[config.mk]
export PLATFORM = sky130hd
export DESIGN_NAME = zscore_normalizer
export DESIGN_NICKNAME = d
export VERILOG_FILES = /design/src/design/zsn_pkg.sv /design/src/design/zscore_normalizer.sv /design/src/design/zsn_ram.sv /design/src/design/zsn_div.sv /design/src/design/zsn_sqrt.sv
export SDC_FILE = /design/constraint.sdc
export NUM_CORES = 2
export LEC_CHECK = 0
export BUFFER_PORTS_ARGS = -buffer_cell sky130_fd_sc_hd__buf_4
export CELL_PAD_IN_SITES_DETAIL_PLACEMENT = 0
export CELL_PAD_IN_SITES_GLOBAL_PLACEMENT = 1
export CORE_MARGIN = 2
export CORE_UTILIZATION = 42
export DETAILED_ROUTE_END_ITERATION = 10
export GPL_TIMING_DRIVEN = 0
export PLACE_DENSITY = 0.67
export SYNTH_ARGS = -nofsm -noshare
export SYNTH_HDL_FRONTEND = slang
export SYNTH_HIERARCHICAL = 1
export SYNTH_SLANG_ARGS = --single-unit
[constraint.sdc]
create_clock -name i_clk -period 10.6 [get_ports i_clk]
set_input_delay 1.06 -clock i_clk [delete_from_list [all_inputs] [get_ports i_clk]]
set_output_delay 1.06 -clock i_clk [all_outputs]
set_load 0.02 [all_outputs]
[src/design/zsn_pkg.sv]
`default_nettype none

package zsn_pkg;

    // Default depth of the sample store.
    localparam int MAX_SAMPLES_DEF = 32;

    // Fixed field widths.
    localparam int SAMPLE_W = 32;
    localparam int TOTAL_W  = 38;
    localparam int ACC_W    = 72;
    localparam int DIV_N_W  = 72;
    localparam int DIV_D_W  = 32;
    localparam int SQRT_W   = 64;
    localparam int ROOT_W   = 32;

    // Saturation limits of the Q8.16 z-score.
    localparam logic signed [23:0] Z_MAX = 24'sh7FFFFF;
    localparam logic signed [23:0] Z_MIN = 24'sh800000;

    typedef struct packed {
        logic [31:0] sample;
        logic        final_sample;
    } t_in_item;

    typedef struct packed {
        logic [23:0] zscore;
        logic [4:0]  sample_index;
        logic [31:0] mean_value;
        logic [31:0] std_dev;
        logic [47:0] variance_value;
        logic        degenerate;
        logic        overflowed;
        logic        last_result;
    } t_out_item;

    typedef struct packed {
        logic               start;
        logic [DIV_N_W-1:0] num;
        logic [DIV_D_W-1:0] den;
    } t_div_req;

    typedef struct packed {
        logic               done;
        logic [DIV_N_W-1:0] quot;
        logic [DIV_D_W-1:0] rem;
    } t_div_rsp;

endpackage

`default_nettype wire

[src/design/zscore_normalizer.sv]
// Channel  | Direction | Handshake                 | Payload
// input    | in        | i_in_valid / o_in_ready   | i_in_data  (zsn_pkg::t_in_item)
// output   | out       | o_out_valid / i_out_ready | o_out_data (zsn_pkg::t_out_item)
//
// Samples load one per cycle; after the last one the block stops taking input.
// The mean divide runs 72 divider steps, then each sample's squared deviation passes
// address, data, multiply and accumulate states, then the variance divide and the square root run.
// Each result then mostly waits on the shared divider, which is skipped at zero spread.
// Reset is synchronous and active low; the store needs no clearing.
// A stalled output holds the block in place until the transfer completes.
`default_nettype none

module zscore_normalizer #(
    parameter int MAX_SAMPLES = zsn_pkg::MAX_SAMPLES_DEF
) (
    input  wire logic                i_clk,
    input  wire logic                i_rst_n,
    input  wire logic                i_in_valid,
    output logic                     o_in_ready,
    input  wire zsn_pkg::t_in_item   i_in_data,
    output logic                     o_out_valid,
    input  wire logic                i_out_ready,
    output zsn_pkg::t_out_item       o_out_data
);

    localparam int AW = $clog2(MAX_SAMPLES);
    localparam int CW = $clog2(MAX_SAMPLES + 1);

    localparam logic [3:0] S_LOAD      = 4'd0;
    localparam logic [3:0] S_MEAN_GO   = 4'd1;
    localparam logic [3:0] S_MEAN_WAIT = 4'd2;
    localparam logic [3:0] S_VAR_ADDR  = 4'd3;
    localparam logic [3:0] S_VAR_DATA  = 4'd4;
    localparam logic [3:0] S_VAR_MUL   = 4'd5;
    localparam logic [3:0] S_VAR_ACC   = 4'd6;
    localparam logic [3:0] S_VDIV_GO   = 4'd7;
    localparam logic [3:0] S_VDIV_WAIT = 4'd8;
    localparam logic [3:0] S_SQRT_GO   = 4'd9;
    localparam logic [3:0] S_SQRT_WAIT = 4'd10;
    localparam logic [3:0] S_OUT_ADDR  = 4'd11;
    localparam logic [3:0] S_OUT_DATA  = 4'd12;
    localparam logic [3:0] S_ZDIV_GO   = 4'd13;
    localparam logic [3:0] S_ZDIV_WAIT = 4'd14;
    localparam logic [3:0] S_EMIT      = 4'd15;

    logic [3:0]                       r_state;
    logic [CW-1:0]                    r_count;
    logic [CW-1:0]                    r_idx;
    logic signed [zsn_pkg::TOTAL_W-1:0] r_total;
    logic                             r_drop;
    logic                             r_mean_neg;
    logic [31:0]                      r_mean;
    logic [31:0]                      r_mag;
    logic                             r_neg;
    logic [63:0]                      r_prod;
    logic [zsn_pkg::ACC_W-1:0]        r_acc;
    logic [63:0]                      r_var;
    logic [31:0]                      r_sd;
    logic [47:0]                      r_var48;
    logic [23:0]                      r_z;

    logic                             in_xfer;
    logic                             out_xfer;
    logic                             store_ok;
    logic [31:0]                      rdata;
    logic [39:0]                      mean_num;
    logic [39:0]                      mean_abs;
    logic [40:0]                      mean_q;
    logic [40:0]                      mean_s;
    logic [32:0]                      dev;
    logic [32:0]                      dev_abs;
    logic [48:0]                      var_rnd;
    logic [63:0]                      zq;
    logic [CW:0]                      idx_next;
    logic [31:0]                      idx_wide;
    logic                             sqrt_done;
    logic [31:0]                      sqrt_root;
    zsn_pkg::t_div_req                div_req;
    zsn_pkg::t_div_rsp                div_rsp;

    assign o_in_ready  = (r_state == S_LOAD);
    assign o_out_valid = (r_state == S_EMIT);
    assign in_xfer     = i_in_valid && o_in_ready;
    assign out_xfer    = o_out_valid && i_out_ready;
    assign store_ok    = r_count < CW'(MAX_SAMPLES);
    assign idx_next    = {1'b0, r_idx} + (CW+1)'(1);

    zsn_ram #(
        .WIDTH (zsn_pkg::SAMPLE_W),
        .DEPTH (MAX_SAMPLES)
    ) u_store (
        .i_clk   (i_clk),
        .i_we    (in_xfer && store_ok),
        .i_waddr (r_count[AW-1:0]),
        .i_wdata (i_in_data.sample),
        .i_raddr (r_idx[AW-1:0]),
        .o_rdata (rdata)
    );

    // Mean numerator 2*total + n; a negative numerator rounds its magnitude up,
    // so that the signed quotient is floored.
    always_comb begin
        mean_num = {r_total[zsn_pkg::TOTAL_W-1], r_total, 1'b0} + 40'(r_count);
        mean_abs = mean_num[39] ? 40'(-mean_num) : mean_num;
        mean_q   = {1'b0, div_rsp.quot[39:0]}
                 + 41'(r_mean_neg && (div_rsp.rem != '0));
        mean_s   = r_mean_neg ? 41'(-mean_q) : mean_q;
    end

    // Deviation of the sample just read from the mean.
    always_comb begin
        dev     = {rdata[31], rdata} - {r_mean[31], r_mean};
        dev_abs = dev[32] ? 33'(-dev) : dev;
    end

    assign var_rnd  = {1'b0, r_var[63:16]} + 49'(r_var[15]);
    assign zq       = div_rsp.quot[63:0];
    assign idx_wide = 32'(r_idx);

    // Requests to the shared divider.
    always_comb begin
        div_req = '0;
        unique case (r_state)
            S_MEAN_GO: begin
                div_req.start = 1'b1;
                div_req.num   = zsn_pkg::DIV_N_W'(mean_abs);
                div_req.den   = 32'({r_count, 1'b0});
            end
            S_VDIV_GO: begin
                div_req.start = 1'b1;
                div_req.num   = r_acc;
                div_req.den   = 32'(r_count);
            end
            S_ZDIV_GO: begin
                div_req.start = 1'b1;
                div_req.num   = zsn_pkg::DIV_N_W'({1'b0, r_mag, 16'd0} + 49'(r_sd[31:1]));
                div_req.den   = r_sd;
            end
            default: begin
                div_req = '0;
            end
        endcase
    end

    zsn_div u_div (
        .i_clk   (i_clk),
        .i_rst_n (i_rst_n),
        .i_req   (div_req),
        .o_rsp   (div_rsp)
    );

    zsn_sqrt u_sqrt (
        .i_clk      (i_clk),
        .i_rst_n    (i_rst_n),
        .i_start    (r_state == S_SQRT_GO),
        .i_radicand (r_var),
        .o_done     (sqrt_done),
        .o_root     (sqrt_root)
    );

    // Sequencer and load state.
    always_ff @(posedge i_clk) begin
        if (!i_rst_n) begin
            r_state <= S_LOAD;
            r_count <= '0;
            r_idx   <= '0;
            r_total <= '0;
            r_drop  <= 1'b0;
        end else begin
            unique case (r_state)
                S_LOAD: begin
                    if (in_xfer) begin
                        if (store_ok) begin
                            r_count <= r_count + CW'(1);
                            r_total <= r_total
                                + zsn_pkg::TOTAL_W'($signed(i_in_data.sample));
                        end else begin
                            r_drop <= 1'b1;
                        end
                        if (i_in_data.final_sample) begin
                            r_state <= S_MEAN_GO;
                        end
                    end
                end
                S_MEAN_GO:   r_state <= S_MEAN_WAIT;
                S_MEAN_WAIT: begin
                    if (div_rsp.done) begin
                        r_idx   <= '0;
                        r_state <= S_VAR_ADDR;
                    end
                end
                S_VAR_ADDR:  r_state <= S_VAR_DATA;
                S_VAR_DATA:  r_state <= S_VAR_MUL;
                S_VAR_MUL:   r_state <= S_VAR_ACC;
                S_VAR_ACC: begin
                    if (idx_next == {1'b0, r_count}) begin
                        r_idx   <= '0;
                        r_state <= S_VDIV_GO;
                    end else begin
                        r_idx   <= idx_next[CW-1:0];
                        r_state <= S_VAR_ADDR;
                    end
                end
                S_VDIV_GO:   r_state <= S_VDIV_WAIT;
                S_VDIV_WAIT: begin
                    if (div_rsp.done) begin
                        r_state <= S_SQRT_GO;
                    end
                end
                S_SQRT_GO:   r_state <= S_SQRT_WAIT;
                S_SQRT_WAIT: begin
                    if (sqrt_done) begin
                        r_state <= S_OUT_ADDR;
                    end
                end
                S_OUT_ADDR:  r_state <= S_OUT_DATA;
                S_OUT_DATA:  r_state <= (r_sd == '0) ? S_EMIT : S_ZDIV_GO;
                S_ZDIV_GO:   r_state <= S_ZDIV_WAIT;
                S_ZDIV_WAIT: begin
                    if (div_rsp.done) begin
                        r_state <= S_EMIT;
                    end
                end
                S_EMIT: begin
                    if (out_xfer) begin
                        if (idx_next == {1'b0, r_count}) begin
                            r_count <= '0;
                            r_total <= '0;
                            r_drop  <= 1'b0;
                            r_idx   <= '0;
                            r_state <= S_LOAD;
                        end else begin
                            r_idx   <= idx_next[CW-1:0];
                            r_state <= S_OUT_ADDR;
                        end
                    end
                end
                default: r_state <= S_LOAD;
            endcase
        end
    end

    // Datapath registers.
    always_ff @(posedge i_clk) begin
        if (r_state == S_MEAN_GO) begin
            r_mean_neg <= mean_num[39];
            r_acc      <= '0;
        end
        if (r_state == S_MEAN_WAIT && div_rsp.done) begin
            if ($signed(mean_s) > 41'sh0007FFFFFFF) begin
                r_mean <= 32'h7FFF_FFFF;
            end else if ($signed(mean_s) < -41'sh00080000000) begin
                r_mean <= 32'h8000_0000;
            end else begin
                r_mean <= mean_s[31:0];
            end
        end
        if (r_state == S_VAR_DATA || r_state == S_OUT_DATA) begin
            r_mag <= dev_abs[31:0];
            r_neg <= dev[32];
        end
        if (r_state == S_OUT_DATA) begin
            r_z <= '0;
        end
        if (r_state == S_VAR_MUL) begin
            r_prod <= r_mag * r_mag;
        end
        if (r_state == S_VAR_ACC) begin
            r_acc <= r_acc + zsn_pkg::ACC_W'(r_prod);
        end
        if (r_state == S_VDIV_WAIT && div_rsp.done) begin
            r_var <= div_rsp.quot[63:0];
        end
        if (r_state == S_SQRT_WAIT && sqrt_done) begin
            r_sd    <= sqrt_root;
            r_var48 <= var_rnd[48] ? 48'hFFFF_FFFF_FFFF : var_rnd[47:0];
        end
        // Round-to-nearest quotient, then saturate to Q8.16.
        if (r_state == S_ZDIV_WAIT && div_rsp.done) begin
            if (r_neg) begin
                r_z <= (zq > 64'd8388608) ? zsn_pkg::Z_MIN : 24'(-zq);
            end else begin
                r_z <= (zq > 64'd8388607) ? zsn_pkg::Z_MAX : zq[23:0];
            end
        end
    end

    // Result fields are registers or decoded from them, so they hold while the transfer waits.
    always_comb begin
        o_out_data.zscore         = r_z;
        o_out_data.sample_index   = idx_wide[4:0];
        o_out_data.mean_value     = r_mean;
        o_out_data.std_dev        = r_sd;
        o_out_data.variance_value = r_var48;
        o_out_data.degenerate     = (r_sd == '0);
        o_out_data.overflowed     = r_drop;
        o_out_data.last_result    = (idx_next == {1'b0, r_count});
    end

    // Input and output are never offered together.
    assert property (@(posedge i_clk) disable iff (!i_rst_n)
        !(o_in_ready && o_out_valid))
        else $error("input and output both active");

    // The fill count never passes the store depth.
    assert property (@(posedge i_clk) disable iff (!i_rst_n)
        r_count <= CW'(MAX_SAMPLES))
        else $error("sample count beyond store depth");

    // A degenerate result always carries a zero z-score.
    assert property (@(posedge i_clk) disable iff (!i_rst_n)
        (o_out_valid && o_out_data.degenerate) |-> (o_out_data.zscore == '0))
        else $error("degenerate result with non-zero z-score");

    // Once a run is under way, a result is never offered with an empty set.
    assert property (@(posedge i_clk) disable iff (!i_rst_n)
        o_out_valid |-> (r_count != '0))
        else $error("result offered with empty sample set");

endmodule

`default_nettype wire

[src/design/zsn_ram.sv]
`default_nettype none

module zsn_ram #(
    parameter int WIDTH = 32,
    parameter int DEPTH = 32
) (
    input  wire logic                     i_clk,
    input  wire logic                     i_we,
    input  wire logic [$clog2(DEPTH)-1:0] i_waddr,
    input  wire logic [WIDTH-1:0]         i_wdata,
    input  wire logic [$clog2(DEPTH)-1:0] i_raddr,
    output logic      [WIDTH-1:0]         o_rdata
);

    logic [WIDTH-1:0] r_mem [DEPTH];

    // One write port and one registered read port.
    always_ff @(posedge i_clk) begin
        if (i_we) begin
            r_mem[i_waddr] <= i_wdata;
        end
        o_rdata <= r_mem[i_raddr];
    end

endmodule

`default_nettype wire

[src/design/zsn_div.sv]
`default_nettype none

module zsn_div (
    input  wire logic              i_clk,
    input  wire logic              i_rst_n,
    input  wire zsn_pkg::t_div_req i_req,
    output zsn_pkg::t_div_rsp      o_rsp
);

    localparam int NW = zsn_pkg::DIV_N_W;
    localparam int DW = zsn_pkg::DIV_D_W;

    logic          r_busy;
    logic [6:0]    r_cnt;
    logic [NW-1:0] r_num;
    logic [DW-1:0] r_den;
    logic [DW-1:0] r_rem;
    logic          r_done;
    logic [DW:0]   shifted;
    logic          fits;
    logic [DW:0]   diff;

    // One restoring step: bring down the next dividend bit and try the divisor.
    always_comb begin
        shifted = {r_rem, r_num[NW-1]};
        fits    = shifted >= {1'b0, r_den};
        diff    = shifted - {1'b0, r_den};
    end

    always_ff @(posedge i_clk) begin
        if (!i_rst_n) begin
            r_busy <= 1'b0;
            r_done <= 1'b0;
            r_cnt  <= '0;
        end else begin
            r_done <= 1'b0;
            if (!r_busy && i_req.start) begin
                r_busy <= 1'b1;
                r_cnt  <= '0;
            end else if (r_busy) begin
                r_cnt <= r_cnt + 7'd1;
                if (r_cnt == 7'(NW - 1)) begin
                    r_busy <= 1'b0;
                    r_done <= 1'b1;
                end
            end
        end
    end

    // Quotient bits shift in behind the dividend.
    always_ff @(posedge i_clk) begin
        if (!r_busy && i_req.start) begin
            r_num <= i_req.num;
            r_den <= i_req.den;
            r_rem <= '0;
        end else if (r_busy) begin
            r_num <= {r_num[NW-2:0], fits};
            r_rem <= fits ? diff[DW-1:0] : shifted[DW-1:0];
        end
    end

    assign o_rsp.done = r_done;
    assign o_rsp.quot = r_num;
    assign o_rsp.rem  = r_rem;

endmodule

`default_nettype wire

[src/design/zsn_sqrt.sv]
`default_nettype none

module zsn_sqrt (
    input  wire logic                          i_clk,
    input  wire logic                          i_rst_n,
    input  wire logic                          i_start,
    input  wire logic [zsn_pkg::SQRT_W-1:0]    i_radicand,
    output logic                               o_done,
    output logic      [zsn_pkg::ROOT_W-1:0]    o_root
);

    localparam int VW = zsn_pkg::SQRT_W;
    localparam int RW = zsn_pkg::ROOT_W;

    logic          r_busy;
    logic [5:0]    r_cnt;
    logic [VW-1:0] r_rad;
    logic [RW+2:0] r_rem;
    logic [RW-1:0] r_root;
    logic [RW+2:0] rem_sh;
    logic [RW+2:0] trial;
    logic          fits;

    // Digit-by-digit step: two radicand bits in, one root bit out.
    always_comb begin
        rem_sh = {r_rem[RW:0], r_rad[VW-1:VW-2]};
        trial  = {1'b0, r_root, 2'b01};
        fits   = rem_sh >= trial;
    end

    always_ff @(posedge i_clk) begin
        if (!i_rst_n) begin
            r_busy <= 1'b0;
            o_done <= 1'b0;
            r_cnt  <= '0;
        end else begin
            o_done <= 1'b0;
            if (!r_busy && i_start) begin
                r_busy <= 1'b1;
                r_cnt  <= '0;
            end else if (r_busy) begin
                r_cnt <= r_cnt + 6'd1;
                if (r_cnt == 6'(RW - 1)) begin
                    r_busy <= 1'b0;
                    o_done <= 1'b1;
                end
            end
        end
    end

    always_ff @(posedge i_clk) begin
        if (!r_busy && i_start) begin
            r_rad  <= i_radicand;
            r_rem  <= '0;
            r_root <= '0;
        end else if (r_busy) begin
            r_rad  <= {r_rad[VW-3:0], 2'b00};
            r_rem  <= fits ? rem_sh - trial : rem_sh;
            r_root <= {r_root[RW-2:0], fits};
        end
    end

    assign o_root = r_root;

endmodule

`default_nettype wire
==> metrics.csv <==
metric;value;unit
Post-synth EDFFs;1561;
TritonRoute pass-1 iters;6;
Seq/Total Area, Yosys;44.18;%
overflow left after global routing;0;
ANT nets after route;0;
Core Util, Final;47.25;%
synthesis-to-layout area growth;12.02;%
Die W;527.7;um
period utilisation layout;98.32;%
final setup violation count;0;
vias per inst;5.553;
Worst Hold Path EP;r_sd[31]$_DFFE_PP_;
fin nets;12070;
CTS clk-pin slew, worst paths;0.06;ns
Placer Congestion;0.9739;
non-filler cells, final;14450;
Worst Hold Class;reg -> reg;
die area;278500;um2
CTS tree;built;
vias in the first global route;80670;
Starting Density;42.18;%
post-synthesis cell area;115200;um2
Hold WS;0.4302;ns
FILL cells;25030;
Num CTS Buffers;191;
Worst R2R Setup Slack;0.18;ns
status;completed;
Req. time, crit path;11.18;ns
Core Footprint;273100;um2
root buffer cell;clkbuf_16;
HP Start;u_sqrt/o_root[31]$_SDFFE_PP0P_;
Synthesis Warnings;6;
Routed WL;380500;um
final hold vios;0;
Slew headroom;8.271;%
commonest non-fill, non-tap cells in the layout;edfxtp_1, inv_1, nand2_1, fa_1, mux2i_1;
mean post-synth cell area;11.25;um2
Multi-input gate area;57710;um2
DRT iter0 DRCs;6801;
Tot GR Track Use;27.01;%
Reg-to-Reg Start;r_mag[1]$_DFFE_PP_;
DRC;0;
DP Wirelength;293300;um
row count;192;
Max FO, Critical Path;10;
die height;527.7;um
largest net degree at the start of global routing;73;
Mapped Nets;11620;
ys flop type;edfxtp_1;
Async S/R FF share, synth;0;%
unrepaired setup endpoints after global routing;true;
PortBufs;182;
io pins;183;
skew final;0.09837;ns
r2r worst-path depth;26;
FF+latch area;50900;um2
CP arrival;11.00;ns
worst-case clock buffer depth;4;
drt wl/cell;26.33;um
first-pass GRT wire length;549900;um
clk sinks;1762;
post-synthesis instance total;10240;
initial antenna violation count;17;
Max Cap Viol;0;
Clk Latency, worst-skew pair;0.89;ns
Inst Count DP;14060;
Critical Path Sink Type;flip-flop;
routed via count;80260;
Crit Reg-Reg Endpoint;r_prod[63]$_DFFE_PP_;
Achievable Freq;95.95;MHz
Netlist cell types;105;
layout cells sized above 1;8.601;%
WS Path Type;reg -> reg;
Slew @ Worst Pin;1.371;ns
max-slew violations;0;
FF+latch count, synth;1762;
Tmin final;10.42;ns
CP Launch Type;flip-flop;
Hold Path Depth;0;
H-tree Lvls;4;
commonest non-fill, non-tap cell in the layout;edfxtp_1;
final cells by class:
class                   instances  area share [%]
plain buffers                 472           1.797
well taps                    3589           3.480
clock buffers                 245           4.005
flip-flops and latches       1762           39.44
inverters                    1253           3.648
diodes                         16         0.03102
repair buffers                266           2.092
multi-input cells            6754           44.72
clock inverters                96          0.7892
repair_timing:
action | 4_1_cts | 5_1_grt
buffers inserted | 32 | 6
resized for setup | 56 | 36
endpoints found under the setup margin | 34 | 3
pin swaps | 0 | 1
hold buffers | 0 | 0
registers in the layout, indices dropped and copies added, names as in the netlist, 38 cells and up:
name and count:
r_acc 72, r_prod 63, r_var 64, r_total 38, u_sqrt/r_rad 64, u_store/r_mem 1024, r_var48 48, u_div/r_num 72
stage by stage:
| step | setup WS [ns] | TNS [ns] | instance area [um2] |
|---|---|---|---|
| after floorplan | 2.209 | 0 | 115200 |
| after global placement | -1.929 | -22.53 | 121100 |
| after detailed placement | -1.961 | -24.33 | 122300 |
| after CTS | 0.01190 | 0 | 128900 |
| after global routing | -0.01151 | -0.01151 | 129000 |
| final | 0.1778 | 0 | 129100 |
worst max-delay path: stages, from the launching register on:
cell       delay [ns]
edfxtp_1         0.90
clkbuf_1         0.77
nand2_1          0.61
o21bai_1         0.44
fa_1             0.50
fa_1             0.52
fa_1             0.52
fa_1             0.51
fa_1             0.51
fa_1             0.55
inv_1            0.07
fa_1             0.54
inv_1            0.05
ha_1             0.28
clkbuf_1         0.19
a21oi_1          0.22
o21ai_0          0.15
a211oi_1         0.41
o2111ai_1        0.20
o21ai_2          0.37
o21ai_2          0.19
a211o_1          0.39
a21boi_0         0.37
o21ai_1          0.18
a21boi_0         0.25
o21bai_1         0.12
xnor2_1          0.33
routing by layer:
metal	vias to the layer above	wire length [um]	track usage (%)	part of all wire, %
met5	-	0	0	0
met4	0	16530	10.56	4.3
met3	548	21770	3.463	5.7
met2	2550	186100	46.00	49
met1	40660	156100	34.92	41
li1	36500	-	-	-
worst max path at each step:
stage	startpoint	to	slack, ns	cells after the start
after CTS	r_mag[1]$_DFFE_PP_	r_prod[63]$_DFFE_PP_	0.01	27
after global routing	r_mag[1]$_DFFE_PP_	r_prod[63]$_DFFE_PP_	-0.01	26
final	r_mag[1]$_DFFE_PP_	r_prod[63]$_DFFE_PP_	0.18	26
after floorplan	r_mag[19]$_DFFE_PP_	r_prod[63]$_DFFE_PP_	2.21	30
after detailed placement	r_mag[13]$_DFFE_PP_	r_prod[63]$_DFFE_PP_	-1.96	30
after global placement	r_mag[19]$_DFFE_PP_	r_prod[63]$_DFFE_PP_	-1.93	31
cells in the mapped netlist (25+ instances only):
cell type | n | share of area [%]
nand2_1 | 993 | 3.2
ha_1 | 527 | 5.7
o21ai_1 | 25 | 0.11
a31oi_1 | 102 | 0.55
nor4_1 | 49 | 0.27
clkbuf_1 | 332 | 1.1
mux2i_1 | 540 | 4.7
a21oi_1 | 409 | 1.8
a211oi_1 | 50 | 0.33
buf_4 | 51 | 0.33
or3_1 | 43 | 0.23
and2_1 | 323 | 1.8
o21bai_1 | 48 | 0.31
fa_1 | 808 | 14
nor2b_1 | 65 | 0.35
o31ai_1 | 61 | 0.40
and4_1 | 26 | 0.20
o21a_1 | 31 | 0.20
xnor2_1 | 329 | 2.5
buf_2 | 45 | 0.20
mux2_2 | 71 | 0.69
nand4_1 | 88 | 0.48
a21boi_0 | 37 | 0.24
o21ai_0 | 282 | 1.2
dfxtp_1 | 201 | 3.5
a21o_1 | 146 | 0.95
and3_1 | 83 | 0.45
nand2b_1 | 49 | 0.27
buf_6 | 25 | 0.24
a22oi_1 | 124 | 0.81
nor2_1 | 403 | 1.3
xor2_1 | 216 | 1.6
a22o_1 | 104 | 0.79
or2_2 | 27 | 0.15
inv_1 | 1245 | 4.1
nand3_1 | 257 | 1.1
edfxtp_1 | 1561 | 41
nor3_1 | 130 | 0.56
kinds of logic (layout without fill, tap and decap cells):
kind of cell	after synthesis	in the layout	share of synthesized area (%)
other	0	16	0
flip-flops	1762	1762	44.18
buffers and inverters	1727	2332	6.012
adder cells (fa/ha/maj)	1335	1335	19.76
XOR/XNOR	545	545	4.143
AO/OA/AOI/OAI	1637	1637	9.446
AND/OR/NAND/NOR	2620	2620	10.99
multiplexers	617	617	5.464
Power is not shown: default switching activity piles up to over one toggle a cycle in this logic, so the estimate is an artifact.
